**src/rtl/mcct_pkg.sv**
```systemverilog
// Package: codes, widths and the memory request type of the countdown timer bank.
`timescale 1ns / 1ps
package mcct_pkg;

	localparam int OP_W    = 3;
	localparam int SLOT_W  = 4;
	localparam int CNT_W   = 31;
	localparam int STAT_W  = 2;

	localparam int SLOTS_DEF = 16;
	localparam int SLOTS_MAX = 16;

	localparam logic [OP_W-1:0] OP_CREATE = 3'd0;
	localparam logic [OP_W-1:0] OP_DELETE = 3'd1;
	localparam logic [OP_W-1:0] OP_START  = 3'd2;
	localparam logic [OP_W-1:0] OP_STOP   = 3'd3;
	localparam logic [OP_W-1:0] OP_TICK   = 3'd4;

	localparam logic [STAT_W-1:0] STAT_OK       = 2'd0;
	localparam logic [STAT_W-1:0] STAT_NOFREE   = 2'd1;
	localparam logic [STAT_W-1:0] STAT_NOTALLOC = 2'd2;

	typedef struct packed {
		logic              cd_re;
		logic [SLOT_W-1:0] cd_raddr;
		logic              cd_we;
		logic [SLOT_W-1:0] cd_waddr;
		logic [CNT_W-1:0]  cd_wdata;
		logic              rl_re;
		logic [SLOT_W-1:0] rl_raddr;
		logic              rl_we;
		logic [SLOT_W-1:0] rl_waddr;
		logic [CNT_W-1:0]  rl_wdata;
	} mem_req_t;

endpackage

```
**src/rtl/mcct_if.sv**
```systemverilog
// Interfaces: command and response channels of the countdown timer bank.
`timescale 1ns / 1ps
interface mcct_cmd_if;
	logic                       valid;
	logic                       ready;
	logic [mcct_pkg::OP_W-1:0]  operation;
	logic [mcct_pkg::SLOT_W-1:0] slot_index;
	logic [mcct_pkg::CNT_W-1:0] count_value;

	modport source (output valid, output operation, output slot_index, output count_value,
		input ready);
	modport sink (input valid, input operation, input slot_index, input count_value,
		output ready);
endinterface

interface mcct_rsp_if;
	logic                         valid;
	logic                         ready;
	logic [mcct_pkg::STAT_W-1:0]  status;
	logic [mcct_pkg::SLOT_W-1:0]  result_slot;
	logic                         expired;
	logic                         last;

	modport source (output valid, output status, output result_slot, output expired,
		output last, input ready);
	modport sink (input valid, input status, input result_slot, input expired,
		input last, output ready);
endinterface

```
**src/rtl/mcct_store.sv**
```systemverilog
// Slot memories: countdown and reload count, one write and one registered read each.
`timescale 1ns / 1ps
module mcct_store #(
	parameter int NSLOT = mcct_pkg::SLOTS_DEF
) (
	input  logic                       clk,
	input  mcct_pkg::mem_req_t         mem,
	output logic [mcct_pkg::CNT_W-1:0] cd_rdata,
	output logic [mcct_pkg::CNT_W-1:0] rl_rdata
);
	localparam int IW = (NSLOT > 1) ? $clog2(NSLOT) : 1;

	logic [mcct_pkg::CNT_W-1:0] cd_mem [NSLOT];
	logic [mcct_pkg::CNT_W-1:0] rl_mem [NSLOT];

	always_ff @(posedge clk) begin
		if (mem.cd_we) begin
			cd_mem[mem.cd_waddr[IW-1:0]] <= mem.cd_wdata;
		end
		if (mem.cd_re) begin
			cd_rdata <= cd_mem[mem.cd_raddr[IW-1:0]];
		end
	end

	always_ff @(posedge clk) begin
		if (mem.rl_we) begin
			rl_mem[mem.rl_waddr[IW-1:0]] <= mem.rl_wdata;
		end
		if (mem.rl_re) begin
			rl_rdata <= rl_mem[mem.rl_raddr[IW-1:0]];
		end
	end

endmodule

```
**src/rtl/mcct_ctrl.sv**
```systemverilog
// Controller: slot flags, command execution, tick walk and response register.
`timescale 1ns / 1ps
module mcct_ctrl #(
	parameter int NSLOT = mcct_pkg::SLOTS_DEF
) (
	input  logic                       clk,
	input  logic                       arst_n,
	mcct_cmd_if.sink                   cmd,
	mcct_rsp_if.source                 rsp,
	output mcct_pkg::mem_req_t         mem,
	input  logic [mcct_pkg::CNT_W-1:0] cd_rdata,
	input  logic [mcct_pkg::CNT_W-1:0] rl_rdata
);
	localparam int IW  = (NSLOT > 1) ? $clog2(NSLOT) : 1;
	localparam int CW  = $clog2(NSLOT + 1);
	localparam int SW1 = mcct_pkg::SLOT_W + 1;
	localparam logic [CW-1:0] WALK_END = CW'(NSLOT);

	localparam logic [1:0] S_IDLE = 2'd0;
	localparam logic [1:0] S_EXEC = 2'd1;
	localparam logic [1:0] S_WALK = 2'd2;
	localparam logic [1:0] S_FIN  = 2'd3;

	logic [1:0]                    state_q;
	logic [mcct_pkg::OP_W-1:0]     op_q;
	logic [mcct_pkg::SLOT_W-1:0]   slot_q;
	logic [mcct_pkg::CNT_W-1:0]    cnt_q;
	logic [NSLOT-1:0]              alloc_q;
	logic [NSLOT-1:0]              run_q;
	logic [NSLOT-1:0]              pdel_q;
	logic [CW-1:0]                 rd_idx_q;
	logic                          v_s1;
	logic [IW-1:0]                 idx_s1;
	logic                          hold_v_q;
	logic [IW-1:0]                 hold_slot_q;
	logic                          rsp_v_q;
	logic [mcct_pkg::STAT_W-1:0]   rsp_status_q;
	logic [mcct_pkg::SLOT_W-1:0]   rsp_slot_q;
	logic                          rsp_exp_q;
	logic                          rsp_last_q;

	logic                          accept;
	logic                          can_push;
	logic                          free_found;
	logic [IW-1:0]                 free_idx;
	logic [IW-1:0]                 sidx;
	logic                          slot_ok;
	logic                          eval_act;
	logic                          eval_exp;
	logic                          walk_push;
	logic                          advance;
	logic                          issue;
	logic                          exec_go;
	logic                          fin_go;
	logic                          push;
	logic [mcct_pkg::STAT_W-1:0]   exec_status;
	logic [mcct_pkg::SLOT_W-1:0]   exec_slot;
	logic [mcct_pkg::STAT_W-1:0]   nxt_status;
	logic [mcct_pkg::SLOT_W-1:0]   nxt_slot;
	logic                          nxt_exp;
	logic                          nxt_last;

	assign cmd.ready = (state_q == S_IDLE);
	assign accept    = cmd.valid && cmd.ready;
	assign can_push  = !rsp_v_q || rsp.ready;

	// lowest free slot
	always_comb begin
		free_found = 1'b0;
		free_idx   = '0;
		for (int i = NSLOT - 1; i >= 0; i--) begin
			if (!alloc_q[i]) begin
				free_found = 1'b1;
				free_idx   = IW'(i);
			end
		end
	end

	assign sidx    = slot_q[IW-1:0];
	assign slot_ok = (SW1'(slot_q) < SW1'(NSLOT)) && alloc_q[sidx];

	// walk stage 1: countdown word of slot idx_s1 is on cd_rdata
	assign eval_act  = v_s1 && alloc_q[idx_s1] && run_q[idx_s1] && (cd_rdata != '0);
	assign eval_exp  = eval_act && (cd_rdata == mcct_pkg::CNT_W'(1));
	assign walk_push = eval_exp && hold_v_q;
	assign advance   = !walk_push || can_push;
	assign issue     = (state_q == S_WALK) && (rd_idx_q != WALK_END) && advance;
	assign exec_go   = (state_q == S_EXEC) && can_push;
	assign fin_go    = (state_q == S_FIN) && can_push;
	assign push      = exec_go || (walk_push && can_push) || fin_go;

	always_comb begin
		unique case (op_q)
			mcct_pkg::OP_CREATE: begin
				exec_status = free_found ? mcct_pkg::STAT_OK : mcct_pkg::STAT_NOFREE;
				exec_slot   = free_found ? mcct_pkg::SLOT_W'(free_idx) : '0;
			end
			mcct_pkg::OP_DELETE, mcct_pkg::OP_START, mcct_pkg::OP_STOP: begin
				exec_status = slot_ok ? mcct_pkg::STAT_OK : mcct_pkg::STAT_NOTALLOC;
				exec_slot   = slot_q;
			end
			default: begin
				exec_status = mcct_pkg::STAT_OK;
				exec_slot   = slot_q;
			end
		endcase
	end

	always_comb begin
		priority if (state_q == S_EXEC) begin
			nxt_status = exec_status;
			nxt_slot   = exec_slot;
			nxt_exp    = 1'b0;
			nxt_last   = 1'b1;
		end else if (state_q == S_WALK) begin
			nxt_status = mcct_pkg::STAT_OK;
			nxt_slot   = mcct_pkg::SLOT_W'(hold_slot_q);
			nxt_exp    = 1'b1;
			nxt_last   = 1'b0;
		end else begin
			nxt_status = mcct_pkg::STAT_OK;
			nxt_slot   = hold_v_q ? mcct_pkg::SLOT_W'(hold_slot_q) : '0;
			nxt_exp    = hold_v_q;
			nxt_last   = 1'b1;
		end
	end

	// memory requests
	always_comb begin
		mem.cd_re    = issue;
		mem.cd_raddr = mcct_pkg::SLOT_W'(rd_idx_q[IW-1:0]);
		mem.cd_we    = (eval_act && advance)
			|| (exec_go && (op_q == mcct_pkg::OP_START) && slot_ok);
		if (state_q == S_EXEC) begin
			mem.cd_waddr = slot_q;
			mem.cd_wdata = (cnt_q != '0) ? cnt_q : rl_rdata;
		end else begin
			mem.cd_waddr = mcct_pkg::SLOT_W'(idx_s1);
			mem.cd_wdata = cd_rdata - mcct_pkg::CNT_W'(1);
		end
		mem.rl_re    = accept;
		mem.rl_raddr = cmd.slot_index;
		mem.rl_we    = exec_go && (op_q == mcct_pkg::OP_CREATE) && free_found;
		mem.rl_waddr = mcct_pkg::SLOT_W'(free_idx);
		mem.rl_wdata = cnt_q;
	end

	always_ff @(posedge clk or negedge arst_n) begin
		if (!arst_n) begin
			state_q  <= S_IDLE;
			alloc_q  <= '0;
			run_q    <= '0;
			pdel_q   <= '0;
			rd_idx_q <= '0;
			v_s1     <= 1'b0;
			hold_v_q <= 1'b0;
			rsp_v_q  <= 1'b0;
		end else begin
			if (push) begin
				rsp_v_q <= 1'b1;
			end else if (rsp.ready) begin
				rsp_v_q <= 1'b0;
			end
			unique case (state_q)
				S_IDLE: begin
					if (accept) begin
						if (cmd.operation == mcct_pkg::OP_TICK) begin
							// free the slots marked for delete
							alloc_q  <= alloc_q & ~pdel_q;
							run_q    <= run_q & ~pdel_q;
							pdel_q   <= '0;
							rd_idx_q <= '0;
							v_s1     <= 1'b0;
							hold_v_q <= 1'b0;
							state_q  <= S_WALK;
						end else begin
							state_q <= S_EXEC;
						end
					end
				end
				S_EXEC: begin
					if (can_push) begin
						unique case (op_q)
							mcct_pkg::OP_CREATE: begin
								if (free_found) begin
									alloc_q[free_idx] <= 1'b1;
									run_q[free_idx]   <= 1'b0;
									pdel_q[free_idx]  <= 1'b0;
								end
							end
							mcct_pkg::OP_DELETE: begin
								if (slot_ok) begin
									run_q[sidx]  <= 1'b0;
									pdel_q[sidx] <= 1'b1;
								end
							end
							mcct_pkg::OP_START: begin
								if (slot_ok) begin
									run_q[sidx] <= 1'b1;
								end
							end
							mcct_pkg::OP_STOP: begin
								if (slot_ok) begin
									run_q[sidx] <= 1'b0;
								end
							end
							default: begin
							end
						endcase
						state_q <= S_IDLE;
					end
				end
				S_WALK: begin
					if (advance) begin
						v_s1 <= issue;
						if (issue) begin
							rd_idx_q <= rd_idx_q + CW'(1);
						end
						if (eval_exp) begin
							hold_v_q <= 1'b1;
						end
					end
					if ((rd_idx_q == WALK_END) && !v_s1) begin
						state_q <= S_FIN;
					end
				end
				S_FIN: begin
					if (can_push) begin
						hold_v_q <= 1'b0;
						state_q  <= S_IDLE;
					end
				end
				default: begin
					state_q <= S_IDLE;
				end
			endcase
		end
	end

	// payload registers
	always_ff @(posedge clk) begin
		if (accept) begin
			op_q   <= cmd.operation;
			slot_q <= cmd.slot_index;
			cnt_q  <= cmd.count_value;
		end
		if ((state_q == S_WALK) && advance) begin
			idx_s1 <= rd_idx_q[IW-1:0];
			if (eval_exp) begin
				hold_slot_q <= idx_s1;
			end
		end
		if (push) begin
			rsp_status_q <= nxt_status;
			rsp_slot_q   <= nxt_slot;
			rsp_exp_q    <= nxt_exp;
			rsp_last_q   <= nxt_last;
		end
	end

	assign rsp.valid       = rsp_v_q;
	assign rsp.status      = rsp_status_q;
	assign rsp.result_slot = rsp_slot_q;
	assign rsp.expired     = rsp_exp_q;
	assign rsp.last        = rsp_last_q;

endmodule

```
**src/rtl/multi_channel_countdown_timers.sv**
```systemverilog
// Top level: bank of countdown timers held in slot memories.
`timescale 1ns / 1ps
// A bank of up to sixteen countdown timers. Each command word on cmd is one of
// create, delete, start, stop or tick; each response word on rsp carries a status,
// a slot number, an expired flag and a last flag that closes the command's
// responses. Create, delete, start and stop give exactly one response. A tick
// first frees every slot whose delete is pending, then walks the slots in order,
// decrements each running, allocated slot above zero and reports each that hits
// zero; with no expiry it gives a single response on slot 0 with expired low.
// cmd.ready is high only between commands. A non-tick command reads the reload
// memory on acceptance, then executes and loads the response register. A tick
// walks the slots through the countdown memory's read port, one slot a cycle
// while the response register can take the next expiry, with the write-back of
// the slot before it on the separate write port. A response register decouples
// rsp; while it is not taken the walk holds on the next expiry, so a slow sink
// stretches the tick. Slot flags sit in flops cleared by arst_n; the countdown
// and reload memories need no clearing pass.
module multi_channel_countdown_timers #(
	parameter int SLOTS = mcct_pkg::SLOTS_DEF
) (
	input  logic       clk,
	input  logic       arst_n,
	mcct_cmd_if.sink   cmd,
	mcct_rsp_if.source rsp
);
	// slot fields are 4 bits wide, so at most sixteen slots exist
	localparam int NSLOT = (SLOTS < mcct_pkg::SLOTS_MAX) ? SLOTS : mcct_pkg::SLOTS_MAX;

	mcct_pkg::mem_req_t         mem;
	logic [mcct_pkg::CNT_W-1:0] cd_rdata;
	logic [mcct_pkg::CNT_W-1:0] rl_rdata;

	// flags, command sequencing, tick walk and response register
	mcct_ctrl #(
		.NSLOT (NSLOT)
	) u_ctrl (
		.clk      (clk),
		.arst_n   (arst_n),
		.cmd      (cmd),
		.rsp      (rsp),
		.mem      (mem),
		.cd_rdata (cd_rdata),
		.rl_rdata (rl_rdata)
	);

	// countdown and reload memories
	mcct_store #(
		.NSLOT (NSLOT)
	) u_store (
		.clk      (clk),
		.mem      (mem),
		.cd_rdata (cd_rdata),
		.rl_rdata (rl_rdata)
	);

endmodule

```
**src/flat_wrapper.sv**
```systemverilog
// flat-port wrapper written by rule: the top's interface ports become plain ports
module multi_channel_countdown_timers_flat 
#(
	parameter int SLOTS = mcct_pkg::SLOTS_DEF
)
  (clk, arst_n, cmd_valid, cmd_operation, cmd_slot_index, cmd_count_value, cmd_ready, rsp_valid, rsp_status, rsp_result_slot, rsp_expired, rsp_last, rsp_ready);
  mcct_cmd_if cmd_i ();
  mcct_rsp_if rsp_i ();
  input  logic clk;
  input  logic arst_n;
  input wire logic [$bits(cmd_i.valid)-1:0] cmd_valid;
  input wire logic [$bits(cmd_i.operation)-1:0] cmd_operation;
  input wire logic [$bits(cmd_i.slot_index)-1:0] cmd_slot_index;
  input wire logic [$bits(cmd_i.count_value)-1:0] cmd_count_value;
  output wire logic [$bits(cmd_i.ready)-1:0] cmd_ready;
  output wire logic [$bits(rsp_i.valid)-1:0] rsp_valid;
  output wire logic [$bits(rsp_i.status)-1:0] rsp_status;
  output wire logic [$bits(rsp_i.result_slot)-1:0] rsp_result_slot;
  output wire logic [$bits(rsp_i.expired)-1:0] rsp_expired;
  output wire logic [$bits(rsp_i.last)-1:0] rsp_last;
  input wire logic [$bits(rsp_i.ready)-1:0] rsp_ready;
  assign cmd_i.valid = cmd_valid;
  assign cmd_i.operation = cmd_operation;
  assign cmd_i.slot_index = cmd_slot_index;
  assign cmd_i.count_value = cmd_count_value;
  assign cmd_ready = cmd_i.ready;
  assign rsp_valid = rsp_i.valid;
  assign rsp_status = rsp_i.status;
  assign rsp_result_slot = rsp_i.result_slot;
  assign rsp_expired = rsp_i.expired;
  assign rsp_last = rsp_i.last;
  assign rsp_i.ready = rsp_ready;
  multi_channel_countdown_timers #(.SLOTS(SLOTS)) u_core (.clk(clk), .arst_n(arst_n), .cmd(cmd_i), .rsp(rsp_i));
endmodule
```
**config.mk**
```make
export PLATFORM = sky130hd
export DESIGN_NAME = multi_channel_countdown_timers_flat
export DESIGN_NICKNAME = d
export VERILOG_FILES = /design/src/rtl/mcct_pkg.sv /design/src/rtl/mcct_if.sv /design/src/rtl/mcct_store.sv /design/src/rtl/mcct_ctrl.sv /design/src/rtl/multi_channel_countdown_timers.sv /design/src/flat_wrapper.sv
export SDC_FILE = /design/constraint.sdc
export NUM_CORES = 1
export LEC_CHECK = 0
export BUFFER_PORTS_ARGS = -buffer_cell sky130_fd_sc_hd__buf_2
export CORE_MARGIN = 5
export CORE_UTILIZATION = 62
export CTS_CLUSTER_DIAMETER = 80
export CTS_CLUSTER_SIZE = 12
export DETAILED_ROUTE_END_ITERATION = 10
export HOLD_SLACK_MARGIN = 0.03
export PLACE_DENSITY = 0.76
export SYNTH_ARGS = -nofsm -noshare
export SYNTH_HDL_FRONTEND = slang
export SYNTH_HIERARCHICAL = 1
export SYNTH_SLANG_ARGS = --single-unit
```
**constraint.sdc**
```tcl
create_clock -name clk -period 5.3 [get_ports clk]
set_input_delay 1.06 -clock clk [delete_from_list [all_inputs] [get_ports clk]]
set_output_delay 1.06 -clock clk [all_outputs]
set_load 0.05 [all_outputs]
```
==> flow_metrics.tcl, run 1 <==
set metrics [dict create \
    synth_cell_types 68 \
    synth_edf_count 1108 \
    clockBufferDepth 3 \
    coreArea_um2 73200 \
    drv_cap 0 \
    ys.flop_type "edfxtp_1" \
    hpwlAfterDp_um 64200 \
    numCtsBuffers 107 \
    required_ps 5650 \
    grt_pass1_vias 24500 \
    powerDensity_nw_per_um2 490 \
    slew_viol_final 0 \
    seq_area_frac_synth_pct 75.5 \
    drc 0 \
    ctsResizeCount 0 \
    drt_first_pass_iters 6 \
    h-tree-depth 3 \
    finClkSkew_ps 47.0 \
    die_x_um 282 \
    path_class "flip-flop to flip-flop" \
    fin_nets 2556 \
    cpPeakStageDelay_ps 820 \
    cp-end-kind "flip-flop" \
    wire_per_inst_um 31.2 \
    drtIter0Drc 3060 \
    stdcell_count 3499 \
    yosysWarningCount 6 \
    cp-start-kind "flip-flop" \
    min_period_ps 4120 \
    hp-class "flip-flop to flip-flop" \
    post-place-ws_ps 1240 \
    via_per_inst 6.92 \
    synth_area_leaders "edfxtp_1, mux4_2, dfrtp_1" \
    multi_input_area_um2 10800 \
    finalSetupViolCount 0 \
    track_usage_pct 27.7 \
    fin_crit_sh_pct 77.8 \
    finalWorstSetupSlack_ps 1180 \
    ant_nets 0 \
    rsz0062_at_grt "false" \
    root_buffer "clkbuf_16" \
    yosysTopAreaCell "edfxtp_1" \
    hold_buffers 0 \
    syn_inst 2387 \
    gp_congestion 0.896 \
    cts_tree "yes" \
    finalHoldViolCount 0 \
    grt_pass1_wl_um 162000 \
    start_util_pct 62.8 \
    p_leak_nw 16.2 \
    cts.clk_slew.worst_paths_ps 60 \
    pin_count 52 \
    synthArstFlopShare_pct 4.97 \
    cpMostUsedCell "nand2_1" \
    post-cts-setup-buffers 0 \
    placed_cells 3355 \
    syn-cell-area_um2 46000 \
    fp-row-count 99 \
    synth_top_area_share_pct 72.4 \
    finalSetupTns_ps 0 \
    synth_area_per_cell_um2 19.3 \
    vdd_ir_drop_max_mv 0.355 \
    chipHeight_um 282 \
    tightest_slew_ps 1220 \
    fillers 4329 \
    grt_start_max_net_pins 74 \
    cts_sinks 1166 \
    antenna_found_initial 4 \
    syn2layout_area_growth_pct 10.6 \
    outcome "finished clean" \
    cp_max_fo 19 \
    routed_wl_um 109000 \
    crit_slowest_cell "edfxtp_1" \
    synth_seq_cells 1166 \
    arrival_ps 4470 \
    crit_chain "mux4_2 -> a22oi_1 -> nand2_1 -> nand2_1 -> o32ai_1 -> nand3b_1 -> nor2_4 -> buf_4" \
    die_area_um2 79700 \
    insertion_delay_ps 680 \
    seq_area_um2 34700 \
    gr-total-overflow 0 \
    synth_fp_nets 2438 \
    max_clock_freq_mhz 243 \
    maxSlewHeadroom_pct 18.6 \
    io_buffers 51 \
    final_layout_size_suffix_gt1_share_pct 22.1 \
    via_count 24200 \
]
stage by stage:
| step | utilization, % | power, W | instance area, µm² | hold WS, ps |
|---|---|---|---|---|
| after global routing | 69.5 | 0.0259 | 50900 | 521 |
| after detailed placement | 65.5 | 0.0182 | 47900 | 511 |
| final | 69.5 | 0.0249 | 50900 | 522 |
| after global placement | 65.5 | 0.0180 | 47900 | 515 |
| after CTS | 69.5 | 0.0250 | 50900 | 509 |
| after floorplan | - | 0.0162 | 46000 | 469 |
worst max-delay path, delay by kind of cell, from the launching register on:
kind / cells / cell delay, ps
buffers and inverters: 1 / 410
AND/OR/NAND/NOR: 4 / 1530
multiplexers: 1 / 400
flip-flops: 1 / 820
AO/OA/AOI/OAI: 2 / 620
where the power goes:
group          internal, W  switching (W)
combinational      0.00192        0.00348
clock              0.00366        0.00315
sequential          0.0120       0.000721
total               0.0176        0.00734
layer usage:
layer / global-route usage (%) / part of all wire, % / wire length [µm] / vias up
li1: - / - / - / 10000
met1: 39.9 / 39 / 42400 / 12700
met2: 45.1 / 49 / 54000 / 1289
met3: 5.25 / 8.7 / 9460 / 225
met4: 7.71 / 3.1 / 3420 / 2
met5: 0 / 0.012 / 13 / -
worst paths after layout:
| kind | from | to | slack, ps | depth (start not counted) |
|---|---|---|---|---|
| hold reg to reg | u_core/u_ctrl/pdel_q[1] | u_core/u_ctrl/run_q[1] | 520 | 1 |
| min in group asynchronous | arst_n | u_core/u_ctrl/run_q[14] | 580 | 2 |
| setup reg to reg | u_core/u_ctrl/sidx[0] | u_core/u_store/cd_mem[11][27] | 1180 | 8 |
| setup / recovery | u_core/u_ctrl/sidx[0] | u_core/u_store/cd_mem[11][27] | 1180 | 8 |
| max in group asynchronous | arst_n | u_core/u_ctrl/rd_idx_q[0] | 4120 | 2 |
| hold / removal | u_core/u_ctrl/pdel_q[1] | u_core/u_ctrl/run_q[1] | 520 | 1 |
cell type report:
| cell class | count | share of cell area (%) |
|---|---|---|
| tap | 959 | 2.36 |
| inverter | 18 | 0.133 |
| clock buffer | 135 | 5.47 |
| timing repair buffer | 136 | 2.15 |
| multi-input combinational | 1076 | 21.3 |
| clock inverter | 8 | 0.298 |
| antenna | 1 | 0.00492 |
| sequential | 1166 | 68.3 |
kinds of logic (layout without fill, tap and decap cells):
logic type      after synthesis  after routing  share of synthesized area (%)
mux                         270            270                           12.7
fa+ha+maj                     9              9                          0.245
other cells                   0              1                              0
buf+inv                     145            297                           1.57
simple gates                434            434                           4.41
xor+xnor                     26             26                          0.495
flops                      1166           1166                           75.5
compound gates              337            337                           5.02
layout by cell type (no fill, tap or decap), types with 4 or more instances in the layout:
cell type	count
edfxtp_1	1108
mux4_2	252
nand2_1	179
a22oi_1	133
clkbuf_16	107
buf_4	71
nor2_1	70
a21oi_1	69
dfrtp_1	56
buf_2	49
nand3_1	39
o211ai_1	38
o21ai_0	37
clkbuf_1	28
nor2_4	27
inv_1	17
xor2_1	16
buf_12	15
nor2b_1	14
mux2i_1	14
nand4_1	13
nor3_1	13
nor4_1	13
a31oi_1	11
nand2b_1	11
xnor2_1	10
nand3b_1	8
ha_1	8
nor3_2	8
o31a_1	5
and2_1	5
mux2_2	4
or3_1	4
o41ai_1	4
o2111ai_1	4
and3_1	4
nor2b_4	4
synth_stat cells (all sizes together), types with 3 or more instances:
library cell     n
mux2i           14
mux2             4
o211a            3
nand2b          11
a32oi            3
a311oi           3
nand2          180
a31o             3
o41ai            4
nor3b            3
or3              5
nor3            21
dfrtp           58
o2111ai          4
inv             18
mux4           252
o21ai           38
nor2            98
o211ai          38
nor2b           18
nand3           39
nand3b           8
nand4           13
a21oi           69
a22oi          133
xor2            16
a221oi           3
and3b            3
xnor2           10
buf             61
or4              3
and3             4
o31a             5
edfxtp        1108
clkbuf          66
nor4            16
ha               9
a31oi           11
and2             7
state kept, by name, summed over array words and instances, names as in the netlist, 2 cells and up:
register,cells
u_core/u_ctrl/alloc_q,16
u_core/u_ctrl/idx_s1,4
u_core/u_store/rl_rdata,31
u_core/u_ctrl/cnt_q,31
u_core/u_ctrl/state_q,2
u_core/u_ctrl/sidx,4
u_core/u_ctrl/hold_slot_q,4
u_core/u_store/rl_mem,496
u_core/u_ctrl/rsp.status,2
u_core/u_store/cd_mem,496
u_core/u_ctrl/pdel_q,16
u_core/u_ctrl/rsp.result_slot,4
u_core/u_store/cd_rdata,31
u_core/u_ctrl/run_q,16
u_core/u_ctrl/op_q,3
u_core/u_ctrl/rd_idx_q,5
Power figures use the tool's default switching activity.
==> run 2, diff against run 1 <==
--- a/config.mk
+++ b/config.mk
@@ -7,12 +7,12 @@
 export LEC_CHECK = 0
 export BUFFER_PORTS_ARGS = -buffer_cell sky130_fd_sc_hd__buf_2
 export CORE_MARGIN = 5
-export CORE_UTILIZATION = 62
+export CORE_UTILIZATION = 57
 export CTS_CLUSTER_DIAMETER = 80
 export CTS_CLUSTER_SIZE = 12
 export DETAILED_ROUTE_END_ITERATION = 10
 export HOLD_SLACK_MARGIN = 0.03
-export PLACE_DENSITY = 0.76
+export PLACE_DENSITY = 0.74
 export SYNTH_ARGS = -nofsm -noshare
 export SYNTH_HDL_FRONTEND = slang
 export SYNTH_HIERARCHICAL = 1
==> constraint.sdc (replaced) <==
create_clock -name clk -period 3.3 [get_ports clk]
set_input_delay 0.66 -clock clk [delete_from_list [all_inputs] [get_ports clk]]
set_output_delay 0.66 -clock clk [all_outputs]
set_load 0.05 [all_outputs]
==> flow_metrics.tcl, run 2 (same netlist as run 1, synthesis figures left out) <==
set metrics [dict create \
    outcome "finished clean" \
    antenna_cells 0 \
    grt_pass1_wl_um 170000 \
    insertion_delay_ps 680 \
    drt_first_pass_iters 6 \
    cp_max_fo 13 \
    crit_chain "or4_4 -> or3_4 -> buf_6 -> nor4_4 -> buf_4 -> and3_4 -> o32ai_4 -> nand3b_1 -> buf_6 -> buf_6 -> nor3_4 -> buf_4 -> buf_12" \
    vdd_ir_drop_max_mv 0.633 \
    required_ps 3730 \
    fin_crit_sh_pct 97.7 \
    finalSetupViolCount 0 \
    gr-total-overflow 0 \
    hp-class "primary input to flip-flop" \
    start_util_pct 57.3 \
    cts_sinks 1166 \
    clockBufferDepth 3 \
    die_area_um2 86500 \
    layout_commonest_cell "edfxtp_1" \
    use_met1_pct 38.1 \
    min_period_ps 3220 \
    syn2layout_area_growth_pct 15.9 \
    cpMostUsedCell "buf_6" \
    cts_tree "yes" \
    p_leak_nw 17.4 \
    routed_wl_um 116000 \
    track_usage_pct 26.8 \
    crit_start "u_core/u_store/cd_rdata[26]" \
    via_per_inst 6.61 \
    numCtsBuffers 107 \
    root_buffer "clkbuf_16" \
    cts.clk_slew.worst_paths_ps 60 \
    reg2reg_from "u_core/u_store/cd_rdata[26]" \
    io_buffers 51 \
    gr-usage-met3_pct 6.28 \
    drc 0 \
    cp-start-kind "flip-flop" \
    ant_nets 0 \
    fin_nets 2782 \
    met2_usage_pct 42.9 \
    final_layout_size_suffix_gt1_share_pct 28.8 \
    min_from "cmd_count_value[21]" \
    post-place-ws_ps -345 \
    max_clock_freq_mhz 310 \
    pin_count 52 \
    grt_pass1_vias 25600 \
    maxSlewHeadroom_pct 20.6 \
    drtIter0Drc 3284 \
    chipHeight_um 294 \
    grt_start_max_net_pins 92 \
    finalWorstSetupSlack_ps 77.2 \
    gp_congestion 0.994 \
    rsz0062_at_grt "true" \
    path_class "flip-flop to flip-flop" \
    drv_cap 0 \
    cp_num_buf_inv 6 \
    cpLargestDelayFamily "simple AND/OR/NAND/NOR gates" \
    hpwlAfterDp_um 71600 \
    fillers 5009 \
    die_x_um 294 \
    tightest_slew_ps 1170 \
    cpPeakStageDelay_ps 550 \
    coreArea_um2 80300 \
    via_count 25300 \
    wire_per_inst_um 30.4 \
    antenna_found_initial 4 \
    h-tree-depth 3 \
    finalHoldViolCount 0 \
    layout_common_cells "edfxtp_1, mux4_2, buf_4, nand2_1, a22oi_1" \
    arrival_ps 3660 \
    powerDensity_nw_per_um2 789 \
    fp-row-count 104 \
    top_usage_layer "met2" \
    finClkSkew_ps 34.3 \
    cp-end-kind "flip-flop" \
    fin_util_pct 66.4 \
    slew_viol_final 0 \
    crit_slowest_cell "or4_4" \
]
## run 2: changes by cell type in the layout (fill, tap and decap cells not counted), moves of 3 or more
cell,previous run,this run
nor2_4,27,36
buf_4,71,242
nor3_4,0,5
clkbuf_16,107,110
nor3_2,8,4
buf_12,15,49
buf_6,0,8
## run 2: timing repair
| action | 4_1_cts | 5_1_grt |
|---|---|---|
| cloned | 9 | 3 |
| endpoints found under the hold margin | 17 | 0 |
| buffers inserted | 12 | 11 |
| endpoints found under the setup margin | 481 | 282 |
| pin swaps | 16 | 8 |
| gates resized for setup | 19 | 14 |
| hold buffers | 1 | 0 |
## run 2: worst paths after layout
check                      slack [ps]                           end  cells past startpoint
setup / recovery                   80  u_core/u_store/cd_mem[8][15]                     13
hold / removal                    160       u_core/u_ctrl/cnt_q[21]                      1
setup reg to reg                   80  u_core/u_store/cd_mem[8][15]                     13
hold reg to reg                   520       u_core/u_ctrl/pdel_q[7]                      2
max in group asynchronous        1980       u_core/u_ctrl/pdel_q[0]                      3
min in group asynchronous         510     u_core/u_ctrl/alloc_q[13]                      2
## run 2: layer usage
metal / part of all wire (%) / vias up
met5: 0.022 / -
met3: 10 / 203
met4: 2.7 / 4
met2: 49 / 1420
met1: 38 / 13200
li1: - / 10500
## run 2: worst reg2reg max path, delay by kind of cell (launching register included)
kind            cells  cell delay (ps)
compound gates      1              110
buf+inv             6              920
simple gates        6             1580
flops               1              380
## run 2: through the flow
stage          total power, W  setup TNS (ps)  cell area [µm²]  std cells  hold slack (ps)
5_1_grt                0.0436           -1560            53300       3823              132
4_1_cts                0.0420           -8180            53100       3811              122
3_5_place_dp           0.0308          -82960            49900       3648              504
2_1_floorplan          0.0261          -86220            46100       2387              364
6_report               0.0421               0            53300       3823              160
3_3_place_gp           0.0304          -69180            49900       3648              498
## run 2: layout make-up
| type | instances | area [µm²] | share of cell area [%] |
|---|---|---|---|
| inverter | 18 | 67.6 | 0.127 |
| multi-input combinational | 1086 | 11100 | 20.7 |
| sequential | 1166 | 34700 | 65.1 |
| clock buffer | 134 | 2800 | 5.25 |
| clock inverter | 7 | 133 | 0.249 |
| tap | 1060 | 1330 | 2.49 |
| timing repair buffer | 352 | 3210 | 6.01 |
## run 2: power breakdown
group,switching [W],total [W],internal [W]
clock network,0.00509,0.0110,0.00590
logic,0.00698,0.0110,0.00403
registers,0.000784,0.0201,0.0193
